--- src/rtl/sga_pkg.sv ---
// ----------------------------------------------------------------------------
// sga_pkg: shared types and helpers
// types, constants and saturating arithmetic for the semiglobal aligner
// ----------------------------------------------------------------------------
package sga_pkg;

    localparam int unsigned QUERY_MAX_DEF = 64;
    localparam int unsigned SCORE_BITS    = 16;
    localparam int unsigned SYM_BITS      = 16;
    localparam int unsigned POS_BITS      = 6;
    localparam int unsigned LEN_BITS      = 7;
    localparam int unsigned CFG_ADDR_BITS = 3;
    localparam int unsigned WIDE_BITS     = 50;

    localparam logic signed [SCORE_BITS-1:0] SCORE_MAX = 16'sh7fff;
    localparam logic signed [SCORE_BITS-1:0] SCORE_MIN = 16'sh8000;

    localparam logic signed [SCORE_BITS-1:0] RST_MATCH      = 16'sd1;
    localparam logic signed [SCORE_BITS-1:0] RST_MISMATCH   = -16'sd1;
    localparam logic signed [SCORE_BITS-1:0] RST_GAP_OPEN   = -16'sd2;
    localparam logic signed [SCORE_BITS-1:0] RST_GAP_EXTEND = -16'sd1;
    localparam logic [LEN_BITS-1:0]          RST_QUERY_LEN  = 7'd64;

    localparam logic [CFG_ADDR_BITS-1:0] CFG_MATCH      = 3'd0;
    localparam logic [CFG_ADDR_BITS-1:0] CFG_MISMATCH   = 3'd1;
    localparam logic [CFG_ADDR_BITS-1:0] CFG_GAP_OPEN   = 3'd2;
    localparam logic [CFG_ADDR_BITS-1:0] CFG_GAP_EXTEND = 3'd3;
    localparam logic [CFG_ADDR_BITS-1:0] CFG_QUERY_LEN  = 3'd4;

    localparam logic CMD_LOAD = 1'b0;
    localparam logic CMD_DB   = 1'b1;

    typedef enum logic [2:0] {
        S_IDLE,
        S_MUL,
        S_LAUNCH,
        S_RUN,
        S_OUT,
        S_CLR
    } t_state;

    typedef struct packed {
        logic signed [SCORE_BITS-1:0] match_score;
        logic signed [SCORE_BITS-1:0] mismatch_score;
        logic signed [SCORE_BITS-1:0] gap_open;
        logic signed [SCORE_BITS-1:0] gap_extend;
    } t_scores;

    typedef struct packed {
        logic                         valid;
        logic                         fresh;
        logic [SYM_BITS-1:0]          sym;
        logic signed [SCORE_BITS-1:0] diag;
        logic signed [SCORE_BITS-1:0] f;
    } t_token;

    typedef struct packed {
        logic                load;
        logic [POS_BITS-1:0] load_pos;
        logic [SYM_BITS-1:0] load_sym;
        logic                shift;
        logic                clear;
    } t_cell_ctl;

    function automatic logic signed [SCORE_BITS-1:0] sat_add(
        input logic signed [SCORE_BITS-1:0] a,
        input logic signed [SCORE_BITS-1:0] b
    );
        logic signed [SCORE_BITS:0] s;
        s = {a[SCORE_BITS-1], a} + {b[SCORE_BITS-1], b};
        if (s > 17'sd32767) begin
            return SCORE_MAX;
        end else if (s < -17'sd32768) begin
            return SCORE_MIN;
        end
        return s[SCORE_BITS-1:0];
    endfunction

    function automatic logic signed [SCORE_BITS-1:0] sat_wide(
        input logic signed [WIDE_BITS-1:0] v
    );
        if (v > 50'sd32767) begin
            return SCORE_MAX;
        end else if (v < -50'sd32768) begin
            return SCORE_MIN;
        end
        return v[SCORE_BITS-1:0];
    endfunction

    function automatic logic signed [SCORE_BITS-1:0] smax(
        input logic signed [SCORE_BITS-1:0] a,
        input logic signed [SCORE_BITS-1:0] b
    );
        return (a > b) ? a : b;
    endfunction

endpackage

--- src/rtl/sga_cell.sv ---
// ----------------------------------------------------------------------------
// sga_cell: one query position of the alignment row
// holds a query symbol and its H/E pair, updates them as a column passes
// ----------------------------------------------------------------------------
module sga_cell #(
    parameter int unsigned IDX = 0
) (
    input  logic                              i_clk,
    input  logic                              i_rst_n,
    input  logic [sga_pkg::LEN_BITS-1:0]      i_len,
    input  sga_pkg::t_scores                  i_scores,
    input  sga_pkg::t_cell_ctl                i_ctl,
    input  sga_pkg::t_token                   i_tok,
    output sga_pkg::t_token                   o_tok,
    input  logic signed [sga_pkg::SCORE_BITS-1:0] i_h_next,
    output logic signed [sga_pkg::SCORE_BITS-1:0] o_h
);

    logic [sga_pkg::SYM_BITS-1:0]          r_q;
    logic signed [sga_pkg::SCORE_BITS-1:0] r_h;
    logic signed [sga_pkg::SCORE_BITS-1:0] r_e;
    sga_pkg::t_token                       r_tok;
    logic                                  r_tok_valid;

    logic                                  w_active;
    logic signed [sga_pkg::SCORE_BITS-1:0] w_hprev;
    logic signed [sga_pkg::SCORE_BITS-1:0] w_eprev;
    logic signed [sga_pkg::SCORE_BITS-1:0] w_sub;
    logic signed [sga_pkg::SCORE_BITS-1:0] n_h;
    logic signed [sga_pkg::SCORE_BITS-1:0] w_hg;
    logic signed [sga_pkg::SCORE_BITS-1:0] n_e;
    logic signed [sga_pkg::SCORE_BITS-1:0] w_f;

    assign w_active = (sga_pkg::LEN_BITS'(IDX) < i_len);

    always_comb begin
        w_hprev = i_tok.fresh ? '0 : r_h;
        w_eprev = i_tok.fresh ? i_scores.gap_open : r_e;
        w_sub   = (r_q == i_tok.sym) ? i_scores.match_score : i_scores.mismatch_score;
        n_h     = sga_pkg::smax(sga_pkg::smax(sga_pkg::sat_add(i_tok.diag, w_sub), w_eprev),
                                i_tok.f);
        w_hg    = sga_pkg::sat_add(n_h, i_scores.gap_open);
        n_e     = sga_pkg::smax(sga_pkg::sat_add(w_eprev, i_scores.gap_extend), w_hg);
        w_f     = sga_pkg::smax(sga_pkg::sat_add(i_tok.f, i_scores.gap_extend), w_hg);
    end

    always_ff @(posedge i_clk) begin
        if (i_ctl.load && (i_ctl.load_pos == sga_pkg::POS_BITS'(IDX))) begin
            r_q <= i_ctl.load_sym;
        end
    end

    always_ff @(posedge i_clk) begin
        if (!i_rst_n) begin
            r_h <= '0;
            r_e <= sga_pkg::RST_GAP_OPEN;
        end else if (i_ctl.clear) begin
            r_h <= '0;
            r_e <= i_scores.gap_open;
        end else if (i_ctl.shift) begin
            r_h <= i_h_next;
        end else if (i_tok.valid && w_active) begin
            r_h <= n_h;
            r_e <= n_e;
        end
    end

    always_ff @(posedge i_clk) begin
        if (!i_rst_n) begin
            r_tok_valid <= 1'b0;
        end else begin
            r_tok_valid <= i_tok.valid;
        end
    end

    always_ff @(posedge i_clk) begin
        r_tok.valid <= 1'b0;
        r_tok.fresh <= i_tok.fresh;
        r_tok.sym   <= i_tok.sym;
        r_tok.diag  <= w_hprev;
        r_tok.f     <= w_f;
    end

    always_comb begin
        o_tok       = r_tok;
        o_tok.valid = r_tok_valid;
    end

    assign o_h = r_h;

endmodule

--- config.mk ---
export PLATFORM = sky130hd
export DESIGN_NAME = sga_cell
export DESIGN_NICKNAME = d
export VERILOG_FILES = /design/src/rtl/sga_pkg.sv /design/src/rtl/sga_cell.sv
export SDC_FILE = /design/constraint.sdc
export NUM_CORES = 1
export LEC_CHECK = 0
export BUFFER_PORTS_ARGS = -buffer_cell sky130_fd_sc_hd__buf_2
export CORE_MARGIN = 1
export CORE_UTILIZATION = 55
export CTS_BUF_LIST = sky130_fd_sc_hd__clkbuf_4
export DETAILED_ROUTE_END_ITERATION = 16
export GPL_TIMING_DRIVEN = 0
export PLACE_DENSITY = 0.8
export SYNTH_ARGS = -nofsm -noshare
export SYNTH_HDL_FRONTEND = slang
export SYNTH_SLANG_ARGS = --single-unit
export TNS_END_PERCENT = 50
--- constraint.sdc ---
create_clock -name i_clk -period 14.1 [get_ports i_clk]
set_clock_uncertainty 0.15 [all_clocks]
set_input_delay 0.705 -clock i_clk [delete_from_list [all_inputs] [get_ports i_clk]]
set_output_delay 0.705 -clock i_clk [all_outputs]
set_load 0.01 [all_outputs]
==> flow_summary.toml, run 1 <==
[placed_design]
numPortBuffers = 228
hpwlAfterDp_um = 25600
pre_cts_slack_ns = -3.06
dpl_cell_area_um2 = 10800
globalplace.congestion = 1.02
placed_cells = 1572

[timing]
max_freq_mhz = 74.6
report.final.setup_viol = 0
period_share_pct = 95.0
fin_ws_ns = 0.703
min_period_ns = 13.40
slew-limit-headroom_pct = 34.0
worstMarginPinSlew_ns = 0.987
timing.hold.ws_ns = 0.162
totalNegativeSetupSlack_ns = 0
hold_violations = 0
slew_violations = 0
rsz0062_at_grt = "false"

[cts]
numCtsBuffers = 9
htreeDepth = 3
cts-hold-fix-buffers = 0
clkSlewWorstSetupHoldPaths_ns = 0.19
cts_tree = "yes"
root_buffer = "clkbuf_4"
clockBufferDepth = 2
clk_latency_ns = 0.50
clock_sink_count = 98

[setup_path]
reg2reg_to = "r_e[12]"
worstSetupStartpointType = "flop"
cp.arrival_ns = 13.68
crit_required_ns = 14.38
critPathSlowestCell = "fa_1"
r2r_start = "r_q[5]"
crit_path_max_incr_delay_ns = 0.43
crit_type = "flop to flop"
worst-r2r-cell-count = 53
crit_path_end_kind = "flop"
reg2reg_setup_slack_ns = 0.70
critPathMaxFanout = 10

[detailed_routing]
drt.antenna.violating_nets = 0
drt-total-wl_um = 31000
drt_first_pass_iters = 5
vias_per_cell = 6.13
remaining_drc_errors = 0
wl_per_cell_um = 19.4
vias = 9802
first_iter_violations = 881

[finish]
utilization_pct = 67.2
final_area_um2 = 11100
diodes = 0
layout-drive-gt1-share_pct = 24.6
syn_to_final_growth_pct = 19.5
fin_nets = 1670
fin_cells = 1599
fillCellCount = 1468

[synthesis]
ys_seq_area_share_pct = 22.8
synthesis.area_um2 = 9320
synth_flop_cell = "dfxtp_1"
postSynthCellCount = 1123
yosysWarnings = 0
syn_area_per_cell_um2 = 8.30
synth-edff-count = 16
post_synth_num_cell_types = 76
ys_ff_latch = 98
async_flop_share_pct = 0
synth.net_count = 1419

[power]
p_total_mw = 2.90
powerDensity_nw_per_um2 = 260
p_leak_nw = 5.34
ir_drop_mv = 0.358

[global_routing]
antenna_found_initial = 0
track_usage_pct = 34.8
grt_pass1_wl_um = 47500
gr-total-overflow = 0
grt_pass1_vias = 9166
grt_max_degree = 21

[hold_path]
hold_end = "o_tok[41]"
hp-start = "i_tok[41]"
holdPathStages = 1
worstHoldPathType = "input port to flop"

[die]
ios = 230
initial_core_util_pct = 56.2
rows = 47
die_x_um = 132
dieArea_um2 = 17500
dieHeight_um = 132
fp.coreArea_um2 = 16600

[job]
cap_viol_max_count = 0

[status]
status = "complete, no violations"
[sequential cells by signal, summed over array words and instances (netlist names)]
register and cells:
r_q 16, r_e 16, o_h 16, o_tok 49, r_tok_valid 1
[layout by cell type, fill, tap and decap left out, drive strengths merged, types with 27 or more instances in the layout]
cell	n
a21oi	79
buf	248
nor2b	27
mux2	29
o21ai	75
a21o	32
clkbuf	37
nand2	86
dfxtp	82
inv	70
nor2	84
ha	128
xor2	35
xnor2	27
[kinds of logic (layout without fill, tap and decap cells)]
logic type / count (synthesis) / in the layout / synth area share (%)
adders and majority gates: 143 / 143 / 19.2
and+or+nand+nor: 312 / 312 / 16.3
AOI/OAI and AO/OA: 364 / 364 / 26.8
buffers and inverters: 103 / 359 / 4.23
muxes: 41 / 41 / 4.87
xor gates and xnor gates: 62 / 62 / 5.82
DFF: 98 / 98 / 22.8
[critical path, delay by kind of cell, from the launching register on]
family,cells,cell delay [ns]
compound gates,23,5.40
mux,2,0.68
buf+inv,8,1.94
simple gates,14,2.86
flops,1,0.41
xor+xnor,1,0.17
fa+ha+maj,5,1.70
[power breakdown]
group | internal [mW] | switching [mW]
combinational | 0.902 | 1.48
clock | 0.0430 | 0.121
sequential | 0.341 | 0.0157
total | 1.29 | 1.61
[cell usage after synthesis, types with 18 or more instances]
master / n / area, um2
nor3_1: 18 / 90.1
nand2_1: 86 / 323
nand2b_1: 20 / 125
nand4_1: 18 / 113
mux2_2: 27 / 304
a21o_1: 32 / 240
dfxtp_1: 82 / 1640
clkbuf_1: 31 / 116
ha_1: 128 / 1600
a21oi_1: 78 / 390
o21a_1: 26 / 195
a22oi_1: 21 / 158
o21ai_0: 75 / 375
xor2_1: 35 / 307
nor2b_1: 27 / 169
nor2_1: 84 / 315
inv_1: 67 / 251
xnor2_1: 27 / 236
[metal layers]
metal | global-route usage [%] | routed length (um)
met2 | 56.0 | 13900
met4 | 14.8 | 1070
met5 | 0 | 0
met3 | 6.46 | 3170
met1 | 45.6 | 12900
[final cells by class]
type                       instances  area (um2)  area share [%]
buffer                            36         159            1.43
clock buffer                       9        67.6           0.606
clock inverter                     7        81.3           0.730
inverter                          67         251            2.26
multi-input combinational        922        6950            62.4
sequential                        98        2120            19.0
tap                              220         275            2.47
timing repair buffer             240        1230            11.1
[worst max-delay path by stage]
stage	start	endpoint	cells past startpoint
after global placement	i_tok[37]	r_e[6]	57
final	r_q[5]	r_e[12]	53
after floorplan	i_tok[37]	r_e[10]	57
after global routing	r_q[10]	r_e[5]	56
after CTS	r_q[14]	r_e[5]	56
after detailed placement	i_tok[37]	r_e[5]	56
[repair_timing]
item                       in CTS  in global routing
hold endpoints to repair        0                  0
pin swaps                       3                  6
resized for setup              19                 31
buffers inserted                2                  9
gates cloned                    0                  0
setup endpoints to repair      32                 32
No activity file was read; power rests on OpenSTA's default activity.
==> inputs of run 2 (changes only) <==
==> constraint.sdc (replaced) <==
create_clock -name i_clk -period 16.4 [get_ports i_clk]
set_clock_uncertainty 0.15 [all_clocks]
set_input_delay 0.82 -clock i_clk [delete_from_list [all_inputs] [get_ports i_clk]]
set_output_delay 0.82 -clock i_clk [all_outputs]
set_load 0.01 [all_outputs]
==> run 2 against run 1 <==
Global-route usage is essentially flat; sequential cell count is the same; power shrank 18%; wire length shrank 1.0%; via count shrank 0.82%; critical path depth is the same; register-to-register slack gained 0.19 ns; design area shrank 1.6%; non-clock buffer count shrank 8; critical path type is now input port to flop.
==> flow_summary.toml, run 2 (synthesized netlist as in run 1, its figures left out) <==
[setup_path]
worstSetupStartpointType = "input port"
cp.arrival_ns = 15.81
crit_type = "input port to flop"
critical_path_buf_inv_count = 10
crit_path_end_kind = "flop"
critPathSlowestCell = "or4b_2"
cp_num_cells = 53
crit_required_ns = 16.69
crit_path_max_incr_delay_ns = 0.65
r2r_start = "r_q[14]"
critPathMaxFanout = 10
worst-r2r-cell-count = 52
critPathLaunch = "i_tok[37]"
crit_family = "compound AO/OA/AOI/OAI gates"

[cts]
clock_sink_count = 98
cts_tree = "yes"
clockBufferDepth = 2
htreeDepth = 3
cts-hold-fix-buffers = 0
numCtsBuffers = 9
root_buffer = "clkbuf_4"
clkSlewWorstSetupHoldPaths_ns = 0.18
clk_latency_ns = 0.50

[finish]
utilization_pct = 66.1
layout-drive-gt1-share_pct = 22.5
final_common_cell = "buf_2"
fillCellCount = 1487
seq_area_um2 = 2120
syn_to_final_growth_pct = 17.6
multi_input_area_um2 = 6840
fin_nets = 1662
final_cell_mix = "buf_2 (231), ha_1 (128), nand2_1 (86)"
largest_reg_flops = 49

[detailed_routing]
topRoutingLayerUsed = "met4"
remaining_drc_errors = 0
drt-total-wl_um = 30700
wl_met1_um = 13000
wl_met3_um = 2950
vias = 9722
drt_first_pass_iters = 5
wl_per_cell_um = 19.3
drt.antenna.violating_nets = 0
vias_per_cell = 6.11
route.met2.wl_um = 13700
first_iter_violations = 859

[timing]
hold_violations = 0
slew_violations = 0
period_share_pct = 94.6
worstMarginPinSlew_ns = 0.968
slew-limit-headroom_pct = 35.3
rsz0062_at_grt = "false"
report.final.setup_viol = 0
max_freq_mhz = 64.4
min_period_ns = 15.52

[global_routing]
grt_max_degree = 21
grt_pass1_vias = 9106
track_usage_pct = 34.8
grt_pass1_wl_um = 47500
antenna_found_initial = 1
gr-total-overflow = 0

[job]
cap_viol_max_count = 0

[power]
p_leak_nw = 5.27
p_total_mw = 2.39
ir_drop_mv = 0.303
powerDensity_nw_per_um2 = 218

[placed_design]
numPortBuffers = 228
hpwlAfterDp_um = 25600
globalplace.congestion = 1.02

[die]
dieHeight_um = 132
initial_core_util_pct = 56.2
ios = 230
fp.coreArea_um2 = 16600
dieArea_um2 = 17500
die_x_um = 132
rows = 47

[hold_path]
worstHoldPathType = "input port to flop"
holdPathStages = 1
hp-start = "i_tok[48]"

[status]
status = "complete, no violations"
run 2: cell types whose count changed in the layout (fill, tap and decap cells not counted), sizes merged:
cell,delta
clkbuf,+3
buf,-11
diode,+1
run 2: power by group:
group	internal (mW)	switching (mW)	leakage, nW
clock	0.0370	0.104	0.0801
sequential	0.293	0.0138	0.825
combinational	0.716	1.23	4.36
run 2: final cells by class:
cell class | instances | share of cell area (%)
antenna | 1 | 0.0228
buffer | 36 | 1.34
clock buffer | 9 | 0.617
clock inverter | 7 | 0.742
inverter | 67 | 2.29
multi-input combinational | 922 | 62.4
sequential | 98 | 19.4
tap | 220 | 2.51
timing repair buffer | 232 | 10.7
run 2: routing by layer:
layer,track usage [%],up-vias
li1,-,4664
met4,13.5,0
met1,45.6,4503
met5,0,-
met3,7.61,66
met2,55.7,489
run 2: what timing repair did:
action | 4_1_cts | 5_1_grt
setup buffers | 0 | 3
pin swaps | 0 | 1
setup endpoints to repair | 12 | 32
gates resized for setup | 2 | 9
run 2: path summary, 6_finish.rpt:
kind	slack, ns	endpoint
worst max-delay path	0.88	r_e[12]
worst min-delay path	0.27	o_tok[48]
worst max register to register	0.89	r_e[12]
worst min register to register	0.35	o_tok[20]
run 2: stage by stage:
| step | hold slack, ns | area (um2) | cells | TNS [ns] | setup slack [ns] |
|---|---|---|---|---|---|
| final | 0.272 | 11000 | 1592 | 0 | 0.879 |
| after global routing | 0.215 | 11000 | 1592 | 0 | 0.0129 |
| after CTS | 0.243 | 10900 | 1588 | 0 | 0.225 |
| after detailed placement | 0.310 | 10800 | 1572 | -11.11 | -0.870 |
| after global placement | 0.299 | 10700 | 1571 | -6.00 | -0.658 |
| after floorplan | 0.287 | 9320 | 1123 | 0 | 3.27 |
